==> src/hdl/skt_pkg.sv <==
// ----------------------------------------------------------------------------
// skt_pkg
// Shared constants, register codes and types for the stereo knee/tanh block.
// ----------------------------------------------------------------------------
`timescale 1ns / 1ps

package skt_pkg;

  localparam int NUM_STAGES  = 6;
  localparam int CFG_INDEX_W = 3;
  localparam int CFG_DATA_W  = 32;
  localparam int GAIN_W      = 21;
  localparam int RATIO_W     = 17;
  localparam int THR_MAX_W   = 31;

  localparam int unsigned ROUND_Q16 = 32768;
  localparam logic [RATIO_W-1:0] UNITY_Q16 = 17'h10000;

  localparam logic [GAIN_W-1:0]     INPUT_GAIN_RST    = 21'd268435;
  localparam logic [CFG_DATA_W-1:0] THRESHOLD_RST     = 32'd1250000;
  localparam logic [RATIO_W-1:0]    INVERSE_RATIO_RST = 17'd6000;
  localparam logic [RATIO_W-1:0]    CLIP_MIX_RST      = 17'd5000;
  localparam logic [GAIN_W-1:0]     OUTPUT_GAIN_RST   = 21'd80000;

  typedef enum logic [CFG_INDEX_W-1:0] {
    REG_INPUT_GAIN      = 3'd0,
    REG_THRESHOLD_LEVEL = 3'd1,
    REG_INVERSE_RATIO   = 3'd2,
    REG_CLIP_MIX        = 3'd3,
    REG_OUTPUT_GAIN     = 3'd4
  } cfg_reg_e;

  // effective settings, ratio and mix already clamped to one
  typedef struct packed {
    logic [GAIN_W-1:0]    input_gain;
    logic [THR_MAX_W-1:0] threshold;
    logic [RATIO_W-1:0]   inverse_ratio;
    logic [RATIO_W-1:0]   clip_mix;
    logic [RATIO_W-1:0]   clip_rest;
    logic [GAIN_W-1:0]    output_gain;
  } cfg_t;

  typedef logic [NUM_STAGES-1:0] stage_en_t;

endpackage

==> src/hdl/skt_if.sv <==


interface skt_cfg_if;
  import skt_pkg::*;
  logic                   valid;
  logic                   ready;
  logic [CFG_INDEX_W-1:0] index;
  logic [CFG_DATA_W-1:0]  data;

  modport source (output valid, index, data, input ready);
  modport sink   (input valid, index, data, output ready);
endinterface

==> src/hdl/skt_cfg_regs.sv <==
// ----------------------------------------------------------------------------
// skt_cfg_regs
// Register file for gains, knee threshold, ratio and clip mix.
// ----------------------------------------------------------------------------
`timescale 1ns / 1ps

module skt_cfg_regs #(
  parameter int SAMPLE_BITS = 24
) (
  input  logic          clk_i,
  input  logic          rst_ni,
  skt_cfg_if.sink       cfg_i,
  output skt_pkg::cfg_t cfg_o
);
  import skt_pkg::*;

  localparam int F = SAMPLE_BITS - 1;

  logic [GAIN_W-1:0]  input_gain_q;
  logic [F-1:0]       threshold_q;
  logic [RATIO_W-1:0] inverse_ratio_q;
  logic [RATIO_W-1:0] clip_mix_q;
  logic [GAIN_W-1:0]  output_gain_q;
  logic [RATIO_W-1:0] ratio_eff;
  logic [RATIO_W-1:0] mix_eff;

  assign cfg_i.ready = 1'b1;

  always_ff @(posedge clk_i or negedge rst_ni) begin
    if (!rst_ni) begin
      input_gain_q    <= INPUT_GAIN_RST;
      threshold_q     <= THRESHOLD_RST[F-1:0];
      inverse_ratio_q <= INVERSE_RATIO_RST;
      clip_mix_q      <= CLIP_MIX_RST;
      output_gain_q   <= OUTPUT_GAIN_RST;
    end else if (cfg_i.valid) begin
      case (cfg_reg_e'(cfg_i.index))
        REG_INPUT_GAIN:      input_gain_q    <= cfg_i.data[GAIN_W-1:0];
        REG_THRESHOLD_LEVEL: threshold_q     <= cfg_i.data[F-1:0];
        REG_INVERSE_RATIO:   inverse_ratio_q <= cfg_i.data[RATIO_W-1:0];
        REG_CLIP_MIX:        clip_mix_q      <= cfg_i.data[RATIO_W-1:0];
        REG_OUTPUT_GAIN:     output_gain_q   <= cfg_i.data[GAIN_W-1:0];
        default: ;
      endcase
    end
  end

  // anything at or above one is used as one
  assign ratio_eff = inverse_ratio_q[RATIO_W-1] ? UNITY_Q16 : inverse_ratio_q;
  assign mix_eff   = clip_mix_q[RATIO_W-1] ? UNITY_Q16 : clip_mix_q;

  always_comb begin
    cfg_o.input_gain    = input_gain_q;
    cfg_o.threshold     = THR_MAX_W'(threshold_q);
    cfg_o.inverse_ratio = ratio_eff;
    cfg_o.clip_mix      = mix_eff;
    cfg_o.clip_rest     = UNITY_Q16 - mix_eff;
    cfg_o.output_gain   = output_gain_q;
  end

endmodule

==> src/flat_wrapper.sv <==
// flat-port wrapper written by rule: the top's interface ports become plain ports
module skt_cfg_regs_flat import skt_pkg::*;
#(
  parameter int SAMPLE_BITS = 24
)
  (clk_i, rst_ni, cfg_o, cfg_i_valid, cfg_i_index, cfg_i_data, cfg_i_ready);
  skt_cfg_if cfg_i_i ();
  input  logic clk_i;
  input  logic rst_ni;
  output skt_pkg::cfg_t cfg_o;
  input wire logic [$bits(cfg_i_i.valid)-1:0] cfg_i_valid;
  input wire logic [$bits(cfg_i_i.index)-1:0] cfg_i_index;
  input wire logic [$bits(cfg_i_i.data)-1:0] cfg_i_data;
  output wire logic [$bits(cfg_i_i.ready)-1:0] cfg_i_ready;
  assign cfg_i_i.valid = cfg_i_valid;
  assign cfg_i_i.index = cfg_i_index;
  assign cfg_i_i.data = cfg_i_data;
  assign cfg_i_ready = cfg_i_i.ready;
  skt_cfg_regs #(.SAMPLE_BITS(SAMPLE_BITS)) u_core (.clk_i(clk_i), .rst_ni(rst_ni), .cfg_i(cfg_i_i), .cfg_o(cfg_o));
endmodule
==> config.mk <==
export PLATFORM = sky130hd
export DESIGN_NAME = skt_cfg_regs_flat
export DESIGN_NICKNAME = d
export VERILOG_FILES = /design/src/hdl/skt_pkg.sv /design/src/hdl/skt_if.sv /design/src/hdl/skt_cfg_regs.sv /design/src/flat_wrapper.sv
export SDC_FILE = /design/constraint.sdc
export NUM_CORES = 1
export LEC_CHECK = 0
export BUFFER_PORTS_ARGS = -buffer_cell sky130_fd_sc_hd__buf_2
export CELL_PAD_IN_SITES_DETAIL_PLACEMENT = 0
export CELL_PAD_IN_SITES_GLOBAL_PLACEMENT = 1
export CORE_UTILIZATION = 33
export CTS_CLUSTER_SIZE = 16
export DETAILED_ROUTE_END_ITERATION = 6
export PLACE_DENSITY_LB_ADDON = 0.25
export SETUP_SLACK_MARGIN = 0.05
export SLEW_MARGIN = 5
export SYNTH_ARGS = -nofsm -noshare
export SYNTH_HDL_FRONTEND = slang
export SYNTH_SLANG_ARGS = --single-unit
==> constraint.sdc <==
create_clock -name clk_i -period 3.3 [get_ports clk_i]
set_input_delay 0.66 -clock clk_i [delete_from_list [all_inputs] [get_ports clk_i]]
set_output_delay 0.66 -clock clk_i [all_outputs]
set_load 0.1 [all_outputs]
==> results.tsv <==
stage	metric	value	unit
floorplan	num_rows	42	
run_status	outcome	finished clean	
sta	finalHoldViolCount	0	
synthesis	ys_warn_count	0	
floorplan	ios	163	
cells_and_area	syn_to_final_growth	29.9	%
detailed_routing	ant_nets	0	
grt	track_usage	15.8	%
synthesis	synth-edff-count	0	
clock_tree	post-cts-setup-buffer-count	0	
clock_tree	cts_resized	0	
detailed_routing	drcViolationCount	0	
cells_and_area	seqCellArea	2520	um2
sta	hold_slack	0.398	ns
sta	period_needed	2.99	ns
sta	fmax	335	MHz
cells_and_area	multi_input_area	1880	um2
synthesis	synth_seq_cells	99	
sta	grt_setup_unrepaired	false	
setup_path	crit_required	2.64	ns
floorplan	die_area	14000	um2
sta	slew_viol_final	0	
worst_hold_path	min_path_type	input port to async pin	
cells_and_area	fillers	1286	
cells_and_area	n_antenna_cell	0	
clock_tree	clockBufferDepth	2	
clock_tree	cts_root_buffer	clkbuf_16	
floorplan	die_h	118	um
grt	overflow	0	
synthesis	postSynthCellCount	327	
placement	port_buffers	144	
setup_path	reg2reg_from	u_core.inverse_ratio_q[16]	
clock_tree	clkLatencyLatePin	0.33	ns
floorplan	chipWidth	118	um
synthesis	synth_seq_area_share	56.6	%
setup_path	worstSetupPathType	flop to output port	
detailed_routing	wirelength	10600	um
grt	grt_pass1_wl	17100	um
setup_path	reg2regPathDepth	1	
synthesis	synth_area_leaders	dfrtp_1 (38%), mux2_2 (25%), dfstp_2 (19%)	
setup_path	cp-start-kind	flop	
cells_and_area	nNetsFinal	509	
sta	min_period_over_period	90.5	%
cells_and_area	drive_gt1_share	66.9	%
clock_tree	holdBufCountCts	0	
synthesis	async_reset_ff_share	100	%
clock_tree	numClockSinks	99	
job	cap_violations	0	
grt	grt_pass1_vias	3120	
setup_path	critPathCaptureType	output port	
sta	worst_pin_slew	0.928	ns
setup_path	path_max_fanout	7	
clock_tree	cts.clk_slew.worst_paths	0.07	ns
placement	place_congestion	0.737	
detailed_routing	num_vias	2997	
grt	grt_max_degree	61	
clock_tree	numCtsBuffers	9	
floorplan	core_area	13200	um2
synthesis	avgSynthCellArea	13.6	um2
setup_path	r2r-end	u_core.inverse_ratio_q[16]	
floorplan	start_util	33.7	%
detailed_routing	drt-initial-drc-count	114	
sta	skew	0	ns
grt	antenna_found_initial	0	
detailed_routing	drt-vias-per-instance	4.60	
setup_path	r2r_slack	2.24	ns
synthesis	synth.distinct_cells	38	
sta	slew_headroom	37.8	%
detailed_routing	firstDrtPassIters	4	
placement	dp_hpwl	7710	um
sta	setup_violations	0	
clock_tree	htree_levels	3	
synthesis	synth_top_area_share	37.7	%
synthesis	yosys_most_used_dff	dfrtp_1	
synthesis	synth_top_area_cell	dfrtp_1	
detailed_routing	avgRoutedWirePerCell	16.3	um
setup_path	critical_path_arrival	2.33	ns
clock_tree	cts_tree	done	
synthesis	synthesis.area	4450	um2
synth_stat cells (2+ instances only):
cell / n
conb_1: 2
nor2b_1: 28
and2_1: 2
a311oi_1: 2
nor2_1: 11
nor3_1: 7
a31o_2: 2
nor4bb_1: 2
xnor2_1: 5
inv_1: 4
nand2b_1: 3
buf_2: 9
mux2_2: 99
clkbuf_1: 8
o21a_1: 2
nand4_1: 2
nand2_1: 7
dfrtp_1: 67
o31a_1: 2
nor4_1: 2
buf_4: 12
a211oi_1: 2
dfstp_2: 32
critical path, cell delays in order (launching register included):
cell and delay, ns:
dfrtp_1 0.44, or3_1 0.48, nor3_4 0.34, nand3_2 0.11, mux2_4 0.21, buf_2 0.41
layout by cell type (no fill, tap or decap), types with 3 or more instances in the layout:
| cell type | count |
|---|---|
| buf_2 | 138 |
| mux2_2 | 99 |
| dfrtp_1 | 67 |
| dfstp_2 | 32 |
| nor2b_1 | 26 |
| nor2_1 | 11 |
| buf_4 | 11 |
| conb_1 | 9 |
| clkbuf_16 | 9 |
| nand2_1 | 7 |
| xnor2_1 | 5 |
| buf_12 | 5 |
| inv_1 | 4 |
| nor3_1 | 4 |
| clkbuf_1 | 3 |
final cells by class:
| type | count | share of cell area [%] |
|---|---|---|
| clock buffer | 13 | 4.33 |
| clock inverter | 3 | 0.411 |
| inverter | 4 | 0.260 |
| multi-input combinational | 202 | 32.5 |
| sequential | 99 | 43.6 |
| tap | 176 | 3.81 |
| timing repair buffer | 154 | 15.1 |
metal layers:
metal,vias to the layer above,global-route usage [%],share of wire (%),routed length [um]
met1,1478,21.6,47,5010
met5,-,0,0,0
met4,0,5.21,1.4,152
met3,11,4.89,7.1,751
li1,1408,-,-,-
met2,100,23.7,44,4670
cell families (layout without fill, tap and decap cells):
logic type | after synthesis | after routing | synth area share (%)
mux | 100 | 100 | 25.4
xor+xnor | 5 | 5 | 0.984
other cells | 2 | 9 | 0.169
buf+inv | 33 | 174 | 4.05
compound gates | 14 | 14 | 2.42
flops | 99 | 99 | 56.6
simple gates | 73 | 73 | 10.1
fa+ha+maj | 1 | 1 | 0.281
flip-flops by register name, indices dropped and copies added (netlist names):
register,cells
u_core.input_gain_q,21
u_core.inverse_ratio_q,17
u_core.clip_mix_q,17
u_core.output_gain_q,21
u_core.threshold_q,23
worst max path at each step:
stage                     end  depth (start not counted)  slack, ns                   from
detailed placement  cfg_o[36]                          5       0.66   u_core.clip_mix_q[4]
finish              cfg_o[36]                          5       0.31   u_core.clip_mix_q[4]
CTS                 cfg_o[36]                          5       0.29   u_core.clip_mix_q[4]
global route        cfg_o[31]                          7       0.18   u_core.clip_mix_q[0]
floorplan           cfg_o[33]                          7      -0.97  u_core.clip_mix_q[16]
global placement    cfg_o[36]                          5       0.68   u_core.clip_mix_q[4]
stage by stage:
stage               utilization (%)  instances  setup WS [ns]  setup TNS [ns]  cell area [um2]
floorplan                         -        334         -0.973           -1.58             4550
finish                         43.8        651          0.314               0             5780
detailed placement             41.7        635          0.657               0             5500
global route                   43.8        651          0.182               0             5780
global placement               41.7        635          0.679               0             5500
CTS                            43.8        651          0.285               0             5780
Power is left out: the tool's default activity adds up to more than one toggle a clock period on the data nets, which glitch-free logic cannot reach.
